[src/hdl/mi_pkg.sv]
// shared constants and controller/datapath interface types for modular_inverse
`default_nettype none

package mi_pkg;

    // default datapath width, operands use one bit less
    localparam int WIDTH_DEF = 32;

    // commands from the controller to the datapath
    typedef struct packed {
        logic load;       // capture operands and set up the a mod n division
        logic iterate;    // one shift-subtract step of the divider
        logic setup;      // seed remainder chain and coefficients
        logic step_load;  // set up the division r0 / r1 of one euclid step
        logic update;     // advance remainder chain and coefficients
        logic out_load;   // write the result register
    } t_mi_cmd;

    // status from the datapath to the controller
    typedef struct packed {
        logic div_last;   // divider is in its final cycle
        logic r1_zero;    // remainder chain has ended
        logic n_small;    // modulus below two
    } t_mi_sts;

endpackage

`default_nettype wire

[src/hdl/mi_ctrl.sv]
// controller state machine for modular_inverse
`default_nettype none

module mi_ctrl
    import mi_pkg::*;
(
    input  wire logic    i_clk,
    input  wire logic    i_rst_n,
    input  wire logic    i_in_valid,
    output logic         o_in_ready,
    input  wire logic    i_out_ready,
    output logic         o_out_valid,
    output t_mi_cmd      o_cmd,
    input  wire t_mi_sts i_sts
);

    localparam logic [2:0] S_IDLE   = 3'd0;
    localparam logic [2:0] S_REDUCE = 3'd1;
    localparam logic [2:0] S_SETUP  = 3'd2;
    localparam logic [2:0] S_CHECK  = 3'd3;
    localparam logic [2:0] S_STEP   = 3'd4;
    localparam logic [2:0] S_UPDATE = 3'd5;
    localparam logic [2:0] S_FIN    = 3'd6;

    logic [2:0] r_state;
    logic [2:0] n_state;
    logic       r_out_valid;
    logic       n_out_valid;
    logic       w_slot_free;

    assign w_slot_free = !r_out_valid || i_out_ready;

    always_comb begin
        n_state = r_state;
        o_cmd   = '0;
        unique case (r_state)
            S_IDLE: begin
                if (i_in_valid) begin
                    o_cmd.load = 1'b1;
                    n_state    = S_REDUCE;
                end
            end
            S_REDUCE: begin
                o_cmd.iterate = 1'b1;
                if (i_sts.div_last) begin
                    n_state = S_SETUP;
                end
            end
            S_SETUP: begin
                o_cmd.setup = 1'b1;
                n_state     = S_CHECK;
            end
            S_CHECK: begin
                if (i_sts.n_small || i_sts.r1_zero) begin
                    n_state = S_FIN;
                end else begin
                    o_cmd.step_load = 1'b1;
                    n_state         = S_STEP;
                end
            end
            S_STEP: begin
                o_cmd.iterate = 1'b1;
                if (i_sts.div_last) begin
                    n_state = S_UPDATE;
                end
            end
            S_UPDATE: begin
                o_cmd.update = 1'b1;
                n_state      = S_CHECK;
            end
            S_FIN: begin
                if (w_slot_free) begin
                    o_cmd.out_load = 1'b1;
                    n_state        = S_IDLE;
                end
            end
            default: begin
                n_state = S_IDLE;
            end
        endcase
    end

    always_comb begin
        n_out_valid = r_out_valid;
        if (o_cmd.out_load) begin
            n_out_valid = 1'b1;
        end else if (i_out_ready) begin
            n_out_valid = 1'b0;
        end
    end

    always_ff @(posedge i_clk) begin
        if (!i_rst_n) begin
            r_state     <= S_IDLE;
            r_out_valid <= 1'b0;
        end else begin
            r_state     <= n_state;
            r_out_valid <= n_out_valid;
        end
    end

    assign o_in_ready  = (r_state == S_IDLE);
    assign o_out_valid = r_out_valid;

endmodule

`default_nettype wire

[src/hdl/mi_dp.sv]
// datapath for modular_inverse: shift-subtract divider, remainder chain, coefficients
`default_nettype none

module mi_dp
    import mi_pkg::*;
#(
    parameter int WIDTH = WIDTH_DEF
) (
    input  wire logic             i_clk,
    input  wire t_mi_cmd          i_cmd,
    output t_mi_sts               o_sts,
    input  wire logic [WIDTH-2:0] i_modulus,
    input  wire logic [WIDTH-2:0] i_value,
    output logic      [WIDTH-2:0] o_inverse,
    output logic                  o_has_inverse
);

    localparam int OPW = WIDTH - 1;
    localparam int CW  = $clog2(OPW);
    localparam logic [CW-1:0] CNT_LAST = CW'(OPW - 1);

    logic        [OPW-1:0] r_n;
    logic        [OPW-1:0] r_r0;
    logic        [OPW-1:0] r_r1;
    logic signed [OPW:0]   r_t0;
    logic signed [OPW:0]   r_t1;
    logic signed [OPW+1:0] r_acc;
    logic        [OPW-1:0] r_qsh;
    logic        [OPW-1:0] r_rem;
    logic        [OPW-1:0] r_d;
    logic        [CW-1:0]  r_cnt;
    logic        [OPW-1:0] r_inv;
    logic                  r_has;

    logic        [OPW+1:0] w_diff;
    logic                  w_qbit;
    logic        [OPW-1:0] w_rem_next;
    logic signed [OPW+1:0] w_acc_next;
    logic signed [OPW+1:0] w_t_new;
    logic signed [OPW:0]   w_t_fix;
    logic                  w_ok;

    // one restoring division step, quotient bits also accumulate q * t1
    assign w_diff     = {1'b0, r_rem, r_qsh[OPW-1]} - {2'b00, r_d};
    assign w_qbit     = !w_diff[OPW+1];
    assign w_rem_next = w_qbit ? w_diff[OPW-1:0] : {r_rem[OPW-2:0], r_qsh[OPW-1]};
    assign w_acc_next = (r_acc <<< 1) + (w_qbit ? {r_t1[OPW], r_t1} : '0);

    assign w_t_new = {r_t0[OPW], r_t0} - r_acc;
    assign w_t_fix = r_t0[OPW] ? (r_t0 + $signed({1'b0, r_n})) : r_t0;
    assign w_ok    = !o_sts.n_small && (r_r0 == OPW'(1));

    always_ff @(posedge i_clk) begin
        if (i_cmd.load) begin
            r_n   <= i_modulus;
            r_qsh <= i_value;
            r_d   <= i_modulus;
            r_rem <= '0;
            r_cnt <= '0;
        end else if (i_cmd.step_load) begin
            r_qsh <= r_r0;
            r_d   <= r_r1;
            r_rem <= '0;
            r_acc <= '0;
            r_cnt <= '0;
        end else if (i_cmd.iterate) begin
            r_qsh <= {r_qsh[OPW-2:0], w_qbit};
            r_rem <= w_rem_next;
            r_acc <= w_acc_next;
            r_cnt <= r_cnt + CW'(1);
        end

        if (i_cmd.setup) begin
            r_r0 <= r_n;
            r_r1 <= r_rem;
            r_t0 <= '0;
            r_t1 <= (OPW+1)'(1);
        end else if (i_cmd.update) begin
            r_r0 <= r_r1;
            r_r1 <= r_rem;
            r_t0 <= r_t1;
            r_t1 <= w_t_new[OPW:0];
        end

        if (i_cmd.out_load) begin
            r_inv <= w_ok ? w_t_fix[OPW-1:0] : '0;
            r_has <= w_ok;
        end
    end

    assign o_sts.div_last = (r_cnt == CNT_LAST);
    assign o_sts.r1_zero  = (r_r1 == '0);
    assign o_sts.n_small  = (r_n[OPW-1:1] == '0);

    assign o_inverse     = r_inv;
    assign o_has_inverse = r_has;

endmodule

`default_nettype wire

[src/hdl/modular_inverse.sv]
// top level of modular_inverse: inverse of a value modulo a modulus by extended euclid
//
//  channel   dir  tdata                         tuser
//  s_axis    in   modulus, value (low to high)  -
//  m_axis    out  inverse                       has_inverse
//
// an item runs through k euclid steps between its transaction and its result,
// k being up to about 45 for 31-bit operands; each step and the initial
// a mod n reduction run through one shared shift-subtract divider, one
// quotient bit per cycle
// one item is worked on at a time; a new item is taken while a finished result
// still waits in the output register
// reset (i_rst_n low, synchronous) returns the controller to idle and drops
// m_axis_tvalid; a stalled output holds its result and the next item waits
// before its own result is written
`default_nettype none

module modular_inverse
    import mi_pkg::*;
#(
    parameter int WIDTH = WIDTH_DEF
) (
    input  wire logic                                     i_clk,
    input  wire logic                                     i_rst_n,
    input  wire logic                                     s_axis_tvalid,
    output logic                                          s_axis_tready,
    // modulus [WIDTH-2:0], value [2*WIDTH-3:WIDTH-1], zero fill above
    input  wire logic [((2*(WIDTH-1)+7)/8)*8-1:0]         s_axis_tdata,
    output logic                                          m_axis_tvalid,
    input  wire logic                                     m_axis_tready,
    // inverse [WIDTH-2:0], zero fill above
    output logic      [((WIDTH-1+7)/8)*8-1:0]             m_axis_tdata,
    // has_inverse [0]
    output logic                                          m_axis_tuser
);

    localparam int OPW    = WIDTH - 1;
    localparam int OUT_TW = ((OPW + 7) / 8) * 8;

    t_mi_cmd          w_cmd;
    t_mi_sts          w_sts;
    logic [OPW-1:0]   w_inverse;

    // sequencing: accept, reduce, euclid steps, result hand-off
    mi_ctrl u_ctrl (
        .i_clk       (i_clk),
        .i_rst_n     (i_rst_n),
        .i_in_valid  (s_axis_tvalid),
        .o_in_ready  (s_axis_tready),
        .i_out_ready (m_axis_tready),
        .o_out_valid (m_axis_tvalid),
        .o_cmd       (w_cmd),
        .i_sts       (w_sts)
    );

    // divider, remainder chain and coefficient registers
    mi_dp #(
        .WIDTH (WIDTH)
    ) u_dp (
        .i_clk         (i_clk),
        .i_cmd         (w_cmd),
        .o_sts         (w_sts),
        .i_modulus     (s_axis_tdata[OPW-1:0]),
        .i_value       (s_axis_tdata[2*OPW-1:OPW]),
        .o_inverse     (w_inverse),
        .o_has_inverse (m_axis_tuser)
    );

    // pad the result to whole bytes
    assign m_axis_tdata = OUT_TW'(w_inverse);

endmodule

`default_nettype wire

[config.mk]
export PLATFORM = sky130hd
export DESIGN_NAME = modular_inverse
export DESIGN_NICKNAME = d
export VERILOG_FILES = /design/src/hdl/mi_pkg.sv /design/src/hdl/mi_ctrl.sv /design/src/hdl/mi_dp.sv /design/src/hdl/modular_inverse.sv
export SDC_FILE = /design/constraint.sdc
export NUM_CORES = 1
export LEC_CHECK = 0
export BUFFER_PORTS_ARGS = -buffer_cell sky130_fd_sc_hd__buf_2
export CORE_ASPECT_RATIO = 1.1
export CORE_MARGIN = 4
export CORE_UTILIZATION = 40
export CTS_CLUSTER_DIAMETER = 60
export DETAILED_ROUTE_END_ITERATION = 16
export PLACE_DENSITY = 0.6
export SKIP_CTS_REPAIR_TIMING = 1
export SLEW_MARGIN = 20
export SYNTH_ARGS = -nofsm -noshare
export SYNTH_HDL_FRONTEND = slang
export SYNTH_SLANG_ARGS = --single-unit
[constraint.sdc]
create_clock -name i_clk -period 4.44 [get_ports i_clk]
set_input_delay 0.888 -clock i_clk [delete_from_list [all_inputs] [get_ports i_clk]]
set_output_delay 0.888 -clock i_clk [all_outputs]
set_load 0.01 [all_outputs]
==> impl_metrics.json, run 1 <==
{
  "status": "complete, but fails checks",
  "violations": "negative setup slack",
  "slew_headroom": 0.299,
  "drc": 0,
  "hold_violations": 0,
  "synth-simple-area-share": 0.154,
  "grt_max_degree": 86,
  "reg2reg_to": "u_dp.r_acc[31]",
  "die_w_microns": 218,
  "hold_class": "reg2reg",
  "ys.flop_type": "edfxtp_1",
  "setup_viol": 16,
  "ys.warnings.count": 0,
  "grt_pass1_wl_mm": 84.5,
  "grt_pass1_vias": 15139,
  "layout.nets": 2429,
  "cp_max_fo": 4,
  "syn_nets": 2184,
  "track_usage": 0.203,
  "clk-insertion-delay-late_ps": 570,
  "first_pass_iters": 5,
  "skew_ps": 28.6,
  "row_count": 84,
  "hpwl_mm": 40.8,
  "tritoncts": "yes",
  "synth_compound_area_frac": 0.169,
  "final_area_sq_mm": 0.0239,
  "cts_made_buffers": 42,
  "drtIter0Drc": 1249,
  "arrival_ps": 5080,
  "crit_slowest_cell": "nor4_4",
  "rsz0062_at_grt": "true",
  "r2r-start": "u_dp.r_d[5]",
  "core_area_sq_mm": 0.0479,
  "area_growth_pct": 23.1,
  "cp-end-kind": "register",
  "viasPerCell": 5.46,
  "synth.avg_cell_area_sq_um": 9.77,
  "clockRootBuffer": "clkbuf_16",
  "ys_types": 89,
  "cts_max_path_buffers": 3,
  "place.gp.congestion": 0.943,
  "fin_cells": 2911,
  "die_area_sq_mm": 0.0521,
  "min_to": "u_dp.r_t1[19]",
  "vias": 15883,
  "synth.area.mux_share": 0.0622,
  "drv_cap": 0,
  "power.leakage_nw": 9.56,
  "peakVddDrop_uv": 327,
  "synthCells": 1988,
  "clkTransAtPathRegs_ps": 50,
  "tightest_slew_ps": 1050,
  "yosysSeqAreaShare": 0.446,
  "powerDensity_mw_per_mm2": 614,
  "worst-path-buf-inv": 4,
  "diodes": 0,
  "cpLargestDelayFamily": "compound AO/OA/AOI/OAI gates",
  "synth_area_sq_mm": 0.0194,
  "wl_mm": 55.7,
  "r2r_slack_ps": -350,
  "finalCriticalPeriod_ps": 4790,
  "ys_ff_latch": 323,
  "synth_fa_ha_area_frac": 0.0840,
  "synth_xor_area_frac": 0.0463,
  "dp.cells": 2815,
  "r2r_cells": 22,
  "synth_top_family_by_area": "compound AO/OA/AOI/OAI gates",
  "maxSlewViolCount": 0,
  "drive_gt1_frac": 0.238,
  "path_class": "reg2reg",
  "start_kind": "register",
  "portBuffers": 99,
  "fin_crit_sh": 1.08,
  "fmax_mhz": 209,
  "required_ps": 4720,
  "overflow": 0,
  "clock-sinks": 323,
  "min_path_cells": 2,
  "fin_util": 0.499,
  "die_h_microns": 239,
  "htree_levels": 2,
  "hold_path.startpoint": "u_dp.r_t1[19]",
  "cp_slowest_stage_delay_ps": 380,
  "routedWlPerCell_microns": 19.1,
  "ios": 103,
  "ant_nets": 0,
  "dpl_cell_area_sq_mm": 0.0218,
  "start_util": 0.405,
  "async_flop_share": 0,
  "antenna_found_initial": 1,
  "setup_ws_ps": -354,
  "synth_edf_count": 219,
  "worstPathCellList": "inv_2 -> ha_4 -> a21o_1 -> a211o_1 -> o211ai_4 -> a21oi_4 -> nor4_4 -> o31ai_4 -> buf_6 -> clkbuf_16 -> and2_4 -> ha_2 -> a21o_1 -> buf_4 -> a211oi_1 -> o21ai_1 -> a21oi_2 -> o31ai_4 -> a311o_1 -> a21oi_2 -> xnor3_1 -> nor2b_1"
}
[synthesized netlist by cell type, drive strengths merged (14+ instances only)]
cell,n,area share
nand3,61,0.016
nor2,136,0.026
nor3,23,0.0059
a21oi,156,0.041
nor4,31,0.011
inv,105,0.020
nand2b,14,0.0045
clkbuf,58,0.011
mux2i,51,0.026
a21o,58,0.022
nand4,24,0.0077
and2,40,0.013
o21ai,118,0.031
dfxtp,104,0.11
a211oi,20,0.0085
o21a,27,0.010
nor2b,26,0.0084
mux2,62,0.036
ha,124,0.080
xnor2,66,0.030
xor2,34,0.015
nand2,222,0.043
and3,14,0.0048
edfxtp,219,0.34
buf,27,0.0067
a31oi,17,0.0055
o21bai,15,0.0058
[layer usage]
| layer | up-vias | track usage | share of wire |
|---|---|---|---|
| met5 | - | 0 | 0.00013 |
| met1 | 7680 | 0.286 | 0.46 |
| met3 | 71 | 0.0283 | 0.046 |
| met4 | 2 | 0.0414 | 0.017 |
| li1 | 7750 | - | - |
| met2 | 380 | 0.336 | 0.47 |
[flip-flops by register name (all words and copies together) (netlist names)]
| signal | flops |
|---|---|
| u_dp.r_r0 | 31 |
| u_dp.r_rem | 31 |
| u_dp.r_acc | 32 |
| u_dp.r_cnt | 5 |
| u_dp.r_r1 | 31 |
| u_dp.r_n | 31 |
| u_dp.r_t1 | 32 |
| u_ctrl.o_out_valid | 1 |
| u_dp.r_qsh | 31 |
| u_ctrl.r_state | 3 |
| u_dp.o_has_inverse | 1 |
| u_dp.r_d | 31 |
| u_dp.o_inverse | 31 |
| u_dp.r_t0 | 32 |
[logic make-up (layout without fill, tap and decap cells)]
group           after synthesis  in the layout
mux                         113            113
flops                       323            323
other cells                   1              1
simple gates                629            629
buf+inv                     190            468
compound gates              503            503
fa+ha+maj                   128            128
xor+xnor                    101            101
[worst min-delay path, cell delays in order (launching register included)]
cell and delay (ps):
dfxtp_1 310, nand2_1 60, a21oi_1 50
[area by class of cell]
type / instances / area [sq um]
timing repair buffer: 286 / 1980
clock buffer: 47 / 1100
fill: 4409 / 24000
multi-input combinational: 1475 / 10600
sequential: 323 / 8660
tap: 645 / 807
clock inverter: 30 / 342
inverter: 105 / 394
[power breakdown]
group	total (W)	switching (W)	leakage, nW	internal, W
Combinational	0.00619	0.00350	6.02	0.00270
Sequential	0.00494	0.000596	2.84	0.00435
Clock	0.00356	0.00140	0.704	0.00216
[cells in the final DEF (no fill, tap or decap), types with 30 or more instances in the layout]
master and n:
edfxtp_1 219, buf_2 99, dfxtp_1 104, ha_1 102
nor4_1 30, o21ai_0 89, mux2_2 62, nand3_1 60
buf_4 176, mux2i_1 51, xnor2_1 65, clkbuf_16 45
xor2_1 33, nor2_1 132, nand2_1 216, inv_1 102
a21oi_1 139, a21o_1 58
[through the flow]
step	TNS, ps	power [W]	setup WS [ps]	hold WS (ps)
after floorplan	-50.1	0.00861	-50.1	432
after global placement	-3920	0.0106	-558	446
after detailed placement	-5190	0.0108	-654	446
after CTS	-5500	0.0144	-658	465
after global routing	-6060	0.0156	-540	489
final	-3010	0.0147	-354	467
[worst max-delay path by stage]
stage	start	endpoint	slack, ps	depth (start not counted)
detailed placement	u_dp.r_d[9]	u_dp.r_acc[25]	-650	22
global route	u_dp.r_qsh[30]	u_dp.r_acc[28]	-540	24
finish	u_dp.r_d[5]	u_dp.r_acc[31]	-350	22
global placement	u_dp.r_d[5]	u_dp.r_acc[25]	-560	22
CTS	u_dp.r_d[9]	u_dp.r_acc[25]	-660	22
floorplan	u_dp.r_d[24]	u_dp.r_acc[25]	-50	22
Power figures use the tool's default switching activity.
==> run 2, diff against run 1 <==
--- a/config.mk
+++ b/config.mk
@@ -8,10 +8,11 @@
 export BUFFER_PORTS_ARGS = -buffer_cell sky130_fd_sc_hd__buf_2
 export CORE_ASPECT_RATIO = 1.1
 export CORE_MARGIN = 4
-export CORE_UTILIZATION = 40
+export CORE_UTILIZATION = 56
 export CTS_CLUSTER_DIAMETER = 60
 export DETAILED_ROUTE_END_ITERATION = 16
-export PLACE_DENSITY = 0.6
+export PLACE_DENSITY = 0.79
+export RECOVER_POWER = 100
 export SKIP_CTS_REPAIR_TIMING = 1
 export SLEW_MARGIN = 20
 export SYNTH_ARGS = -nofsm -noshare
==> run 2 against run 1 <==
Compared with the run above: the run ends with max-capacitance violations, max-slew violations, negative setup slack left; count of clock-buffer cells in the layout increased by 4; utilization rose by 17 points; cell count is 7.6% lower; die area down 28%; setup slack worse by 96 ps; sequential power about the same; total power shrank 4.8%; sequential share of layout area grew 1.7 points; worst hold slack improved by 4.2 ps; first-iteration DRC count increased by 14%; routed wire length down 4.9%; highest routed layer is now met4.
==> impl_metrics.json, run 2 (synthesis gave the netlist of run 1 again) <==
{
  "tns_ps": -5450,
  "slew_headroom": -0.440,
  "tightest_slew_ps": 2160,
  "finalCriticalPeriod_ps": 4890,
  "row_count": 71,
  "maxSlewViolCount": 251,
  "area_growth_pct": 17.7,
  "setup_viol": 17,
  "die_w_microns": 186,
  "routedWlPerCell_microns": 19.7,
  "antenna_found_initial": 0,
  "place.gp.congestion": 0.943,
  "hold_violations": 0,
  "start_kind": "register",
  "drive_gt1_frac": 0.167,
  "skew_ps": 17.3,
  "overflow": 0,
  "start_util": 0.568,
  "drc": 0,
  "layout_commonest_cell": "edfxtp_1",
  "required_ps": 4690,
  "final_cell_mix": "edfxtp_1 (219), nand2_1 (217), a21oi_1 (144)",
  "whs_ps": 471,
  "fillers": 2621,
  "min_path_cells": 2,
  "drtIter0Drc": 1421,
  "r2r-start": "u_dp.r_d[0]",
  "clkTransAtPathRegs_ps": 60,
  "rsz0062_at_grt": "true",
  "clock-sinks": 323,
  "core_area_sq_mm": 0.0342,
  "drv_cap": 5,
  "clockRootBuffer": "clkbuf_16",
  "clk-insertion-delay-late_ps": 540,
  "vias": 16236,
  "ios": 103,
  "min_to": "u_dp.r_t0[0]",
  "r2r_slack_ps": -450,
  "hpwl_mm": 37.7,
  "ant_nets": 0,
  "grt_pass1_wl_mm": 81.0,
  "diodes": 0,
  "reg_top3": "u_dp.r_acc (32), u_dp.r_t0 (32), u_dp.r_t1 (32)",
  "power.leakage_nw": 9.17,
  "hold_class": "reg2reg",
  "cts_max_path_buffers": 3,
  "powerDensity_mw_per_mm2": 612,
  "grt_pass1_vias": 15561,
  "hold_path.startpoint": "u_dp.r_t1[0]",
  "wl_mm": 52.9,
  "cts_made_buffers": 38,
  "die_h_microns": 203,
  "track_usage": 0.267,
  "cp_max_fo": 5,
  "tritoncts": "yes",
  "setup_ws_ps": -450,
  "status": "complete, but fails checks",
  "htree_levels": 2,
  "first_pass_iters": 5,
  "portBuffers": 99,
  "r2r_cells": 24,
  "arrival_ps": 5140,
  "cp-end-kind": "register",
  "violations": "max-capacitance violations, max-slew violations, negative setup slack",
  "fin_crit_sh": 1.10,
  "die_area_sq_mm": 0.0377,
  "path_class": "reg2reg",
  "viasPerCell": 6.04,
  "peakVddDrop_uv": 439,
  "layout.nets": 2418,
  "grt_max_degree": 86,
  "reg2reg_to": "u_dp.r_acc[27]",
  "fmax_mhz": 205
}
run 2: how the worst max path moves through the flow:
stage	from	endpoint	slack (ps)	depth (start not counted)
final	u_dp.r_d[0]	u_dp.r_acc[27]	-450	24
after global routing	u_dp.r_d[0]	u_dp.r_acc[31]	-590	23
after CTS	u_dp.r_d[11]	u_dp.r_acc[25]	-680	22
after detailed placement	u_dp.r_d[11]	u_dp.r_acc[25]	-620	22
after global placement	u_dp.r_d[5]	u_dp.r_acc[25]	-500	22
after floorplan	u_dp.r_d[24]	u_dp.r_acc[25]	-50	22
run 2: critical path, cell delays in order, from the launching register on:
cell,delay [ps]
edfxtp_1,410
ha_4,190
fa_2,360
nand2b_4,160
a21oi_4,160
o211ai_2,140
a21oi_2,280
nor4_4,100
o31ai_4,380
buf_12,180
clkbuf_16,130
buf_4,110
and2_4,140
ha_4,200
a21o_1,160
a21oi_2,190
o21ai_2,100
nand2_2,130
o31ai_2,80
buf_4,160
a311o_1,330
buf_4,170
a21oi_2,140
xor2_1,150
nor2_1,50
run 2: layout make-up:
| class | instances | area (sq um) | share of cell area |
|---|---|---|---|
| multi-input cells | 1475 | 10300 | 0.451 |
| flip-flops and latches | 323 | 8660 | 0.379 |
| repair buffers | 279 | 1750 | 0.0765 |
| clock buffers | 51 | 1040 | 0.0455 |
| well taps | 438 | 548 | 0.0240 |
| inverters | 105 | 394 | 0.0172 |
| clock inverters | 19 | 159 | 0.00695 |
run 2: through the flow:
| stage | total power (W) | util | cell area, sq um | setup WS (ps) | std cells |
|---|---|---|---|---|---|
| after floorplan | 0.00861 | - | 19500 | -50.1 | 1988 |
| after global placement | 0.0105 | 0.627 | 21500 | -495 | 2602 |
| after detailed placement | 0.0107 | 0.627 | 21500 | -620 | 2602 |
| after CTS | 0.0137 | 0.662 | 22700 | -680 | 2672 |
| after global routing | 0.0148 | 0.668 | 22900 | -590 | 2690 |
| final | 0.0140 | 0.668 | 22900 | -450 | 2690 |
run 2: metal layers:
layer	wire length, microns	GRT usage	vias up
met5	0	0	-
met4	1800	0.0924	0
met3	3140	0.0268	109
met2	25200	0.440	609
met1	22800	0.369	7775
li1	-	-	7743
run 2: where the power goes:
group / total, W / switching (W) / internal, W
clock network: 0.00303 / 0.00130 / 0.00173
registers: 0.00493 / 0.000563 / 0.00436
logic: 0.00603 / 0.00347 / 0.00256
